[src/fud_pkg.sv]
// Shared types and constants for the form-urlencoded stream decoder.
package fud_pkg;

    localparam logic [7:0] CH_NUL   = 8'h00;
    localparam logic [7:0] CH_PLUS  = 8'h2B;
    localparam logic [7:0] CH_PCT   = 8'h25;
    localparam logic [7:0] CH_AMP   = 8'h26;
    localparam logic [7:0] CH_EQ    = 8'h3D;
    localparam logic [7:0] CH_SPACE = 8'h20;

    // Output queue geometry
    localparam int QDEPTH = 4;
    localparam int QAW    = $clog2(QDEPTH);
    localparam int QCW    = $clog2(QDEPTH + 1);

    // Words produced by one input byte, first in b0
    typedef struct packed {
        logic [1:0] num;
        logic [7:0] b0;
        logic [7:0] b1;
    } t_dec_res;

endpackage

[src/form_urlencoded_stream_decoder.sv]
// Top level: form-urlencoded byte stream decoder.
//
//  channel | valid   | stall   | payload
//  --------+---------+---------+-------------
//  input   | i_valid | o_stall | i_in_byte
//  output  | o_valid | i_stall | o_out_byte
//
// One input word per cycle enters the input register while o_stall is low;
// once the queue has room it decodes into 0..2 words for a four-entry queue.
// Throughput is one input word per cycle while the queue keeps two free slots;
// the output port (one word per cycle while i_stall is low) sets the long-run
// rate when bytes expand into two words.
// Reset (i_rst_n, synchronous, active low) clears parser flags and the queue.
// A stall on the output backs up through the queue to o_stall.
module form_urlencoded_stream_decoder import fud_pkg::*; (
    input  logic       i_clk,
    input  logic       i_rst_n,
    input  logic       i_valid,
    output logic       o_stall,
    input  logic [7:0] i_in_byte,
    output logic       o_valid,
    input  logic       i_stall,
    output logic [7:0] o_out_byte
);

    // input register
    logic       r_in_valid;
    logic [7:0] r_in_byte;

    logic       room;
    logic       adv;
    t_dec_res   res;

    // the held word decodes once the queue can take its worst case of two
    assign adv     = r_in_valid && room;
    assign o_stall = r_in_valid && !room;

    always_ff @(posedge i_clk) begin
        if (!i_rst_n) begin
            r_in_valid <= 1'b0;
        end else if (!o_stall) begin
            r_in_valid <= i_valid;
        end
    end

    always_ff @(posedge i_clk) begin
        if (!o_stall && i_valid) begin
            r_in_byte <= i_in_byte;
        end
    end

    fud_core u_core (
        .i_clk   (i_clk),
        .i_rst_n (i_rst_n),
        .i_adv   (adv),
        .i_byte  (r_in_byte),
        .o_res   (res)
    );

    fud_fifo u_fifo (
        .i_clk      (i_clk),
        .i_rst_n    (i_rst_n),
        .i_res      (res),
        .o_room     (room),
        .o_valid    (o_valid),
        .i_stall    (i_stall),
        .o_out_byte (o_out_byte)
    );

    // a word held in the input register only waits for queue space
    a_stall_only_full: assert property (@(posedge i_clk) disable iff (!i_rst_n)
        o_stall |-> (r_in_valid && !room))
        else $error("input stalled without cause");

    // a stalled input word stays held, unchanged, in the input register
    a_held_word_kept: assert property (@(posedge i_clk) disable iff (!i_rst_n)
        o_stall |=> (r_in_valid && $stable(r_in_byte)))
        else $error("held input word lost under stall");

endmodule

[src/fud_core.sv]
// Parser state and single-byte decode logic.
module fud_core import fud_pkg::*; (
    input  logic       i_clk,
    input  logic       i_rst_n,
    input  logic       i_adv,
    input  logic [7:0] i_byte,
    output t_dec_res   o_res
);

    logic       r_in_value_part, n_in_value_part;
    logic       r_key_nonempty,  n_key_nonempty;
    logic       r_escape_pending, n_escape_pending;
    logic       r_digit_held,    n_digit_held;
    logic [3:0] r_held_nibble,   n_held_nibble;

    logic       is_hex;
    logic [3:0] hex_v;
    logic [7:0] flush_v;
    logic       en;

    always_comb begin
        is_hex = 1'b1;
        hex_v  = 4'd0;
        if (i_byte inside {[8'h30:8'h39]}) begin
            hex_v = 4'(i_byte - 8'h30);
        end else if (i_byte inside {[8'h41:8'h46]}) begin
            hex_v = 4'(i_byte - 8'h37);
        end else if (i_byte inside {[8'h61:8'h66]}) begin
            hex_v = 4'(i_byte - 8'h57);
        end else begin
            is_hex = 1'b0;
        end
    end

    assign flush_v = r_digit_held ? {4'd0, r_held_nibble} : CH_PCT;

    always_comb begin
        n_in_value_part  = r_in_value_part;
        n_key_nonempty   = r_key_nonempty;
        n_escape_pending = r_escape_pending;
        n_digit_held     = r_digit_held;
        n_held_nibble    = r_held_nibble;
        o_res            = '0;
        en               = 1'b0;

        if (i_byte == CH_NUL || i_byte == CH_AMP) begin
            // pair end: flushed escape then marker, only for a non-empty key
            if (r_key_nonempty) begin
                if (r_escape_pending) begin
                    o_res.num = 2'd2;
                    o_res.b0  = flush_v;
                    o_res.b1  = CH_NUL;
                end else begin
                    o_res.num = 2'd1;
                    o_res.b0  = CH_NUL;
                end
            end
            n_in_value_part  = 1'b0;
            n_key_nonempty   = 1'b0;
            n_escape_pending = 1'b0;
            n_digit_held     = 1'b0;
            n_held_nibble    = 4'd0;
        end else if (i_byte == CH_EQ && !r_in_value_part) begin
            if (r_key_nonempty && r_escape_pending) begin
                o_res.num = 2'd1;
                o_res.b0  = flush_v;
            end
            n_in_value_part  = 1'b1;
            n_escape_pending = 1'b0;
            n_digit_held     = 1'b0;
            n_held_nibble    = 4'd0;
        end else begin
            en             = r_key_nonempty | ~r_in_value_part;
            n_key_nonempty = en;
            if (i_byte == CH_PCT) begin
                if (r_escape_pending && en) begin
                    o_res.num = 2'd1;
                    o_res.b0  = flush_v;
                end
                n_escape_pending = 1'b1;
                n_digit_held     = 1'b0;
                n_held_nibble    = 4'd0;
            end else if (is_hex && r_escape_pending && i_byte != CH_PLUS) begin
                if (r_digit_held) begin
                    if (en) begin
                        o_res.num = 2'd1;
                        o_res.b0  = {r_held_nibble, hex_v};
                    end
                    n_escape_pending = 1'b0;
                    n_digit_held     = 1'b0;
                    n_held_nibble    = 4'd0;
                end else begin
                    n_digit_held  = 1'b1;
                    n_held_nibble = hex_v;
                end
            end else begin
                // '+' or plain byte, after any pending escape
                if (en) begin
                    if (r_escape_pending) begin
                        o_res.num = 2'd2;
                        o_res.b0  = flush_v;
                        o_res.b1  = (i_byte == CH_PLUS) ? CH_SPACE : i_byte;
                    end else begin
                        o_res.num = 2'd1;
                        o_res.b0  = (i_byte == CH_PLUS) ? CH_SPACE : i_byte;
                    end
                end
                n_escape_pending = 1'b0;
                n_digit_held     = 1'b0;
                n_held_nibble    = 4'd0;
            end
        end
        if (!i_adv) begin
            o_res.num = 2'd0;
        end
    end

    always_ff @(posedge i_clk) begin
        if (!i_rst_n) begin
            r_in_value_part  <= 1'b0;
            r_key_nonempty   <= 1'b0;
            r_escape_pending <= 1'b0;
            r_digit_held     <= 1'b0;
            r_held_nibble    <= 4'd0;
        end else if (i_adv) begin
            r_in_value_part  <= n_in_value_part;
            r_key_nonempty   <= n_key_nonempty;
            r_escape_pending <= n_escape_pending;
            r_digit_held     <= n_digit_held;
            r_held_nibble    <= n_held_nibble;
        end
    end

    a_digit_needs_escape: assert property (@(posedge i_clk) disable iff (!i_rst_n)
        r_digit_held |-> r_escape_pending)
        else $error("digit held with no escape pending");

    a_pair_end_clears: assert property (@(posedge i_clk) disable iff (!i_rst_n)
        (i_adv && (i_byte == CH_NUL || i_byte == CH_AMP)) |=>
            (!r_in_value_part && !r_key_nonempty && !r_escape_pending))
        else $error("pair end left parser state behind");

endmodule

[src/fud_fifo.sv]
// Small output queue taking up to two decoded words per cycle.
module fud_fifo import fud_pkg::*; (
    input  logic       i_clk,
    input  logic       i_rst_n,
    input  t_dec_res   i_res,
    output logic       o_room,
    output logic       o_valid,
    input  logic       i_stall,
    output logic [7:0] o_out_byte
);

    logic [7:0]     r_mem [QDEPTH];
    logic [QAW-1:0] r_wp, r_rp;
    logic [QCW-1:0] r_count;
    logic           pop;
    logic [QAW-1:0] wp1;

    assign o_room     = r_count <= QCW'(QDEPTH - 2);
    assign o_valid    = r_count != '0;
    assign o_out_byte = r_mem[r_rp];
    assign pop        = o_valid && !i_stall;
    assign wp1        = r_wp + QAW'(1);

    always_ff @(posedge i_clk) begin
        if (i_res.num != 2'd0) begin
            r_mem[r_wp] <= i_res.b0;
        end
        if (i_res.num == 2'd2) begin
            r_mem[wp1] <= i_res.b1;
        end
    end

    always_ff @(posedge i_clk) begin
        if (!i_rst_n) begin
            r_wp    <= '0;
            r_rp    <= '0;
            r_count <= '0;
        end else begin
            r_wp    <= r_wp + QAW'(i_res.num);
            r_rp    <= r_rp + QAW'(pop);
            r_count <= r_count + QCW'(i_res.num) - QCW'(pop);
        end
    end

    a_no_overflow: assert property (@(posedge i_clk) disable iff (!i_rst_n)
        r_count <= QCW'(QDEPTH))
        else $error("output queue overflow");

    a_count_track: assert property (@(posedge i_clk) disable iff (!i_rst_n)
        $past(i_rst_n) |-> r_count == $past(r_count) + QCW'($past(i_res.num))
                                      - QCW'($past(pop)))
        else $error("queue count out of step");

endmodule

[config.mk]
export PLATFORM = sky130hd
export DESIGN_NAME = form_urlencoded_stream_decoder
export DESIGN_NICKNAME = d
export VERILOG_FILES = /design/src/fud_pkg.sv /design/src/form_urlencoded_stream_decoder.sv /design/src/fud_core.sv /design/src/fud_fifo.sv
export SDC_FILE = /design/constraint.sdc
export NUM_CORES = 1
export LEC_CHECK = 0
export BUFFER_PORTS_ARGS = -buffer_cell sky130_fd_sc_hd__buf_2
export CORE_MARGIN = 2
export CORE_UTILIZATION = 45
export CTS_CLUSTER_SIZE = 16
export DETAILED_ROUTE_END_ITERATION = 16
export PLACE_DENSITY_LB_ADDON = 0.1
export SETUP_SLACK_MARGIN = 0.5
export SKIP_LAST_GASP = 1
export SLEW_MARGIN = 20
export SYNTH_ARGS = -nofsm -noshare
export SYNTH_HDL_FRONTEND = slang
export SYNTH_HIERARCHICAL = 1
export SYNTH_SLANG_ARGS = --single-unit
[constraint.sdc]
create_clock -name i_clk -period 3.44 [get_ports i_clk]
set_input_delay 0.344 -clock i_clk [delete_from_list [all_inputs] [get_ports i_clk]]
set_output_delay 0.344 -clock i_clk [all_outputs]
set_load 0.01 [all_outputs]
### Word level (Yosys, flattened, before mapping)

Memory sizes are Yosys's and may differ from the RTL's. A register that Yosys moved wholly into a read port is not among the register bits.
Cells that the tools add are included.

* bits in registers: 24
* memory bits (writable): 32
* input port bits: 12
* output and inout port bits: 10
* logic and storage cells: 109
* memories kept: 1

Memory list
* u_fifo.r_mem: words 4, width 8, read ports 1, clocked after Yosys merged registers in 1, write ports 2, RTL line fud_fifo.sv:12 `logic [7:0] r_mem [QDEPTH];`

* add/sub/neg operators: 8
* $lt $le $gt $ge: 7
* eq/ne operators: 8
* mux-type cells: 49
* bitwise gates (word level): 2
* reduce and logical (&&, ||, !) cells: 24

Operator list (number)
* two-way mux 10 bit: 6
* two-way mux 18 bit: 3
* two-way mux 8 bit: 5
* == test 8 x 6 -> 1 bit, second input constant: 4
* two-way mux 4 bit: 8
* two-way mux 9 bit: 3
* two-way mux 1 bit: 21
* >= comparator 8 x 7 -> 1 bit, second input constant: 2
* <= comparator 8 x 7 -> 1 bit, second input constant: 2
* logical AND 1 bit: 12
* >= comparator 8 x 6 -> 1 bit, second input constant: 1
* <= comparator 8 x 6 -> 1 bit, second input constant: 1
* zero test 8 bit: 1
* != test 8 x 6 -> 1 bit, second input constant: 1
* subtractor 4 x 3 -> 4 bit, second input constant: 2
* two-way mux 6 bit: 1
* AND reduction 2 bit: 3
* != test 5 x 1 -> 1 bit, second input constant: 1
* zero test 1 bit: 4
* two-way mux 2 bit: 2
* nonzero test 2 bit: 2
* subtractor 4 x 1 -> 4 bit, second input constant: 1
* adder 3 x 2 -> 3 bit: 1
* <= comparator 3 x 2 -> 1 bit, second input constant: 1
* other kinds (10): 10

### Longest topological paths before layout

* depth in word-level cells: 15
* gate-level depth with buffers: 14
* gate-level depth less buffers: 13

### By module

Netlist, hierarchy kept.

Modules (own cells, without submodules)
* fud_fifo: times used 1, cells an instance 125, area an instance 1980.6 um^2, seq. area each 1101.1 um^2
* fud_core: times used 1, cells an instance 139, area an instance 1019.7 um^2, seq. area each 160.2 um^2
* form_urlencoded_stream_decoder: times used 1, cells an instance 13, area an instance 294.0 um^2, seq. area each 260.2 um^2

### Worst setup path after synthesis

Ideal clock, no wire load.

* kind: register to register
* start: reg r_in_byte[0]
* end: reg u_fifo.r_count[2]
* library setup time: 0.115 ns
* arrival time: 3.204 ns
* required time: 3.325 ns
* slack: 0.121 ns
* cell stages (with the launch flop): 15
* path buffers: 1
* clock period less this slack: 3.319 ns
* cell sequence: edfxtp_1 inv_1 ha_1 inv_1 o311a_1 or2_0 clkbuf_2 nor3_2 o21a_1 inv_1 ha_1 fa_1 xor2_1 xnor2_1 and2_1

RTL lines
* start, declared: RTL line form_urlencoded_stream_decoder.sv:28 `logic [7:0] r_in_byte;`
* start signal, assigned: RTL line form_urlencoded_stream_decoder.sv:48 `r_in_byte <= i_in_byte;`
* end signal, assigned: RTL line fud_fifo.sv:41 `r_count <= r_count + QCW'(i_res.num) - QCW'(pop);`
* end, declared: RTL line fud_fifo.sv:14 `logic [QCW-1:0] r_count;`

==> impl_metrics.py <==
metrics = {
    "die": {
        "floorplan.die_area_sq_um": 8020,
        "io_pins": 22,
        "start_util_pct": 45.9,
        "height_of_the_die_um": 89.6,
        "die_width_um": 89.6,
        "rows": 31,
        "core_sq_um": 7180,
    },
    "route": {
        "drt_pre_antenna_iters": 4,
        "vias_per_cell": 5.64,
        "finalWirelength_um": 7360,
        "routed_wire_length_per_instance_um": 17.1,
        "first_iter_violations": 128,
        "routed-via-count": 2419,
        "antenna_violating_nets_post_route": 0,
        "residual_drc": 0,
    },
    "logic_synthesis": {
        "synthDistinctLibCells": 67,
        "synthDominantAreaCellType": "edfxtp_1",
        "synth-seq-cells": 56,
        "synth-edff-count": 40,
        "synth_area_per_cell_sq_um": 11.9,
        "synth_top_area_share_pct": 36.5,
        "synthCells": 277,
        "synth.net_count": 297,
        "sequential_share_of_the_synthesized_area_pct": 46.2,
        "ys.flop_type": "edfxtp_1",
        "synth_async_sr_flop_share_pct": 0,
        "synth_area_sq_um": 3290,
        "synth_warnings": 6,
        "synth.area.top_cells": "edfxtp_1 36%, mux2_2 11%, dfxtp_1 9.7%",
    },
    "critical_path": {
        "worst_setup_sp_type": "register",
        "setup.worst_path.class": "register to register",
        "worstRegToRegCells": 11,
        "worst-path-max-fanout": 6,
        "worstPathArrival_ns": 3.06,
        "cp-startpoint": "r_in_byte[0]",
        "endpoint": "u_fifo/r_mem[3][0]",
        "critical_path.reg2reg.endpoint": "u_fifo/r_mem[3][0]",
        "endpoint_kind": "register",
        "ff2ff_setup_slack_ns": 0.45,
        "reg2reg_from": "r_in_byte[0]",
        "worst_ep_required_time_ns": 3.51,
    },
    "timing": {
        "grt_setup_unrepaired": "yes",
        "post-route-period-util_pct": 86.8,
        "report.final.slew_viol_count": 0,
        "finalCriticalPeriod_ns": 2.99,
        "tns_ns": 0,
        "fmax_mhz": 335,
        "final.hold.worst_slack_ns": 0.210,
        "hold_viol_final": 0,
        "finalSetupViolCount": 0,
        "tightest_slew_ns": 0.657,
        "timing.clock.skew_ns": 0.00570,
        "timing.max_slew.rel_slack_pct": 56.1,
    },
    "flow_run": {
        "max_cap_violations": 0,
    },
    "grt": {
        "grt_overflow_total": 0,
        "grt_start_max_net_pins": 18,
        "grt_pass1_vias": 2369,
        "wire_length_of_the_first_global_routing_pass_um": 11900,
        "grt.total_usage_pct": 19.6,
        "number_of_antenna_violations_at_the_first_check_in_global_routing": 0,
    },
    "clock_tree": {
        "numCtsBuffers": 5,
        "worst_skew_pair.late_latency_ns": 0.31,
        "tritoncts": "done",
        "clk_root_buffer_cell": "clkbuf_8",
        "cts-htree-levels": 2,
        "clock-sinks": 56,
        "clock_tree.buffer_depth": 2,
        "clk_pin_slew_ns": 0.10,
    },
    "final_layout": {
        "most-common-layout-cells": "40 x edfxtp_1, 29 x buf_4, 25 x mux2_2",
        "final_cells": 429,
        "layout-drive-gt1-share_pct": 44.2,
        "leading_cell_type_in_the_layout_fill_and_taps_excluded": "edfxtp_1",
        "insertedDiodeCount": 0,
        "finalNetCount": 349,
        "layout-area-overhead-vs-synth_pct": 25.3,
    },
    "placed_design": {
        "portBuffers": 21,
        "dp_cells": 398,
        "dp.final_hpwl_um": 5360,
        "place_congestion": 0.940,
    },
    "pwr": {
        "finalPower_mw": 1.84,
        "p_leak_nw": 1.50,
        "vdd_ir_drop_max_mv": 0.193,
        "power_density_nw_per_um2": 444,
    },
    "outcome": {
        "status": "completed",
    },
    "worst_hold_path": {
        "hold_path_class": "input port to register",
    },
}
==> metal layers <==
metal  global-route usage (%)  routed length, um  vias to the layer above
met5                        0                  0                        -
met4                     5.16                118                        0
met3                     3.51                248                       12
met2                     34.3               3800                       56
met1                     24.8               3190                     1175
li1                         -                  -                     1176
==> synth_stat cells, types with 3 or more instances <==
| cell type | instances |
|---|---|
| a21o_1 | 3 |
| a21oi_1 | 11 |
| and2_1 | 5 |
| and3_1 | 9 |
| buf_2 | 4 |
| clkbuf_1 | 4 |
| dfxtp_1 | 16 |
| edfxtp_1 | 40 |
| ha_1 | 7 |
| inv_1 | 10 |
| mux2_2 | 32 |
| mux4_2 | 8 |
| nand2_1 | 9 |
| nand2b_1 | 5 |
| nand3_1 | 11 |
| nand4_1 | 4 |
| nor2_1 | 13 |
| nor2b_1 | 8 |
| nor3_1 | 5 |
| o211ai_2 | 3 |
| o21a_1 | 3 |
| o21ai_0 | 8 |
| o21ai_1 | 3 |
| o32ai_1 | 3 |
| xnor2_1 | 3 |
==> cells by family after synthesis <==
family	share of synthesized area, %
XOR/XNOR	1.06
buffers and inverters	3.15
adder cells (fa/ha/maj)	3.27
flip-flops	46.2
AND/OR/NAND/NOR	17.1
multiplexers	16.7
AO/OA/AOI/OAI	12.5
==> worst max-delay path, cell delays in order, from the launching register on <==
cell and delay, ns:
edfxtp_1 0.43, inv_2 0.10, ha_4 0.14, inv_2 0.04
o311a_4 0.36, or2_4 0.29, a311oi_4 0.35, o22ai_4 0.15
nor2b_4 0.19, and3b_2 0.25, buf_12 0.13, mux2_2 0.32
==> area by class of cell <==
type                    instances  area, sq um
clock buffers                   6         72.6
clock inverters                 2         60.1
fillers                       613         3050
inverters                      10         40.0
multi-input cells             200         1900
flip-flops and latches         56         1520
well taps                      99          124
repair buffers                 56          408
==> stage by stage <==
| stage | util (%) | area, sq um | setup WS, ns |
|---|---|---|---|
| 6_report | 57.5 | 4130 | 0.454 |
| 5_1_grt | 57.5 | 4130 | 0.369 |
| 4_1_cts | 55.7 | 4000 | 0.487 |
| 3_5_place_dp | 51.1 | 3660 | 0.128 |
| 3_3_place_gp | 51.1 | 3660 | 0.167 |
| 2_1_floorplan | - | 3410 | 0.469 |
==> sequential cells by signal, summed over array words and instances, names as in the netlist, 2 cells and up <==
register	flops
u_core/r_held_nibble	4
u_fifo/r_wp	2
u_fifo/r_rp	2
r_in_byte	8
u_fifo/r_mem	32
u_fifo/r_count	3
==> where the power goes <==
part	switching, mW	internal [mW]	total [mW]
combinational	0.220	0.258	0.478
sequential	0.0685	0.785	0.853
clock	0.213	0.291	0.504
==> what timing repair did <==
item | CTS | global route
setup endpoints to repair | 66 | 66
gates cloned | 0 | 1
pin swaps | 6 | 9
resized for setup | 19 | 10
hold buffers | 0 | 0
setup buffers | 13 | 9
==> how the worst min path moves through the flow <==
stage                                 start                       to  depth (start not counted)
floorplan                      i_in_byte[0]             r_in_byte[0]                          0
CTS                            i_in_byte[4]             r_in_byte[4]                          1
global placement    u_core/r_held_nibble[1]  u_core/r_held_nibble[1]                          2
global route                   i_in_byte[4]             r_in_byte[4]                          1
finish                         i_in_byte[2]             r_in_byte[2]                          1
detailed placement  u_core/r_held_nibble[1]  u_core/r_held_nibble[1]                          2
No activity file was read; power rests on OpenSTA's default activity.
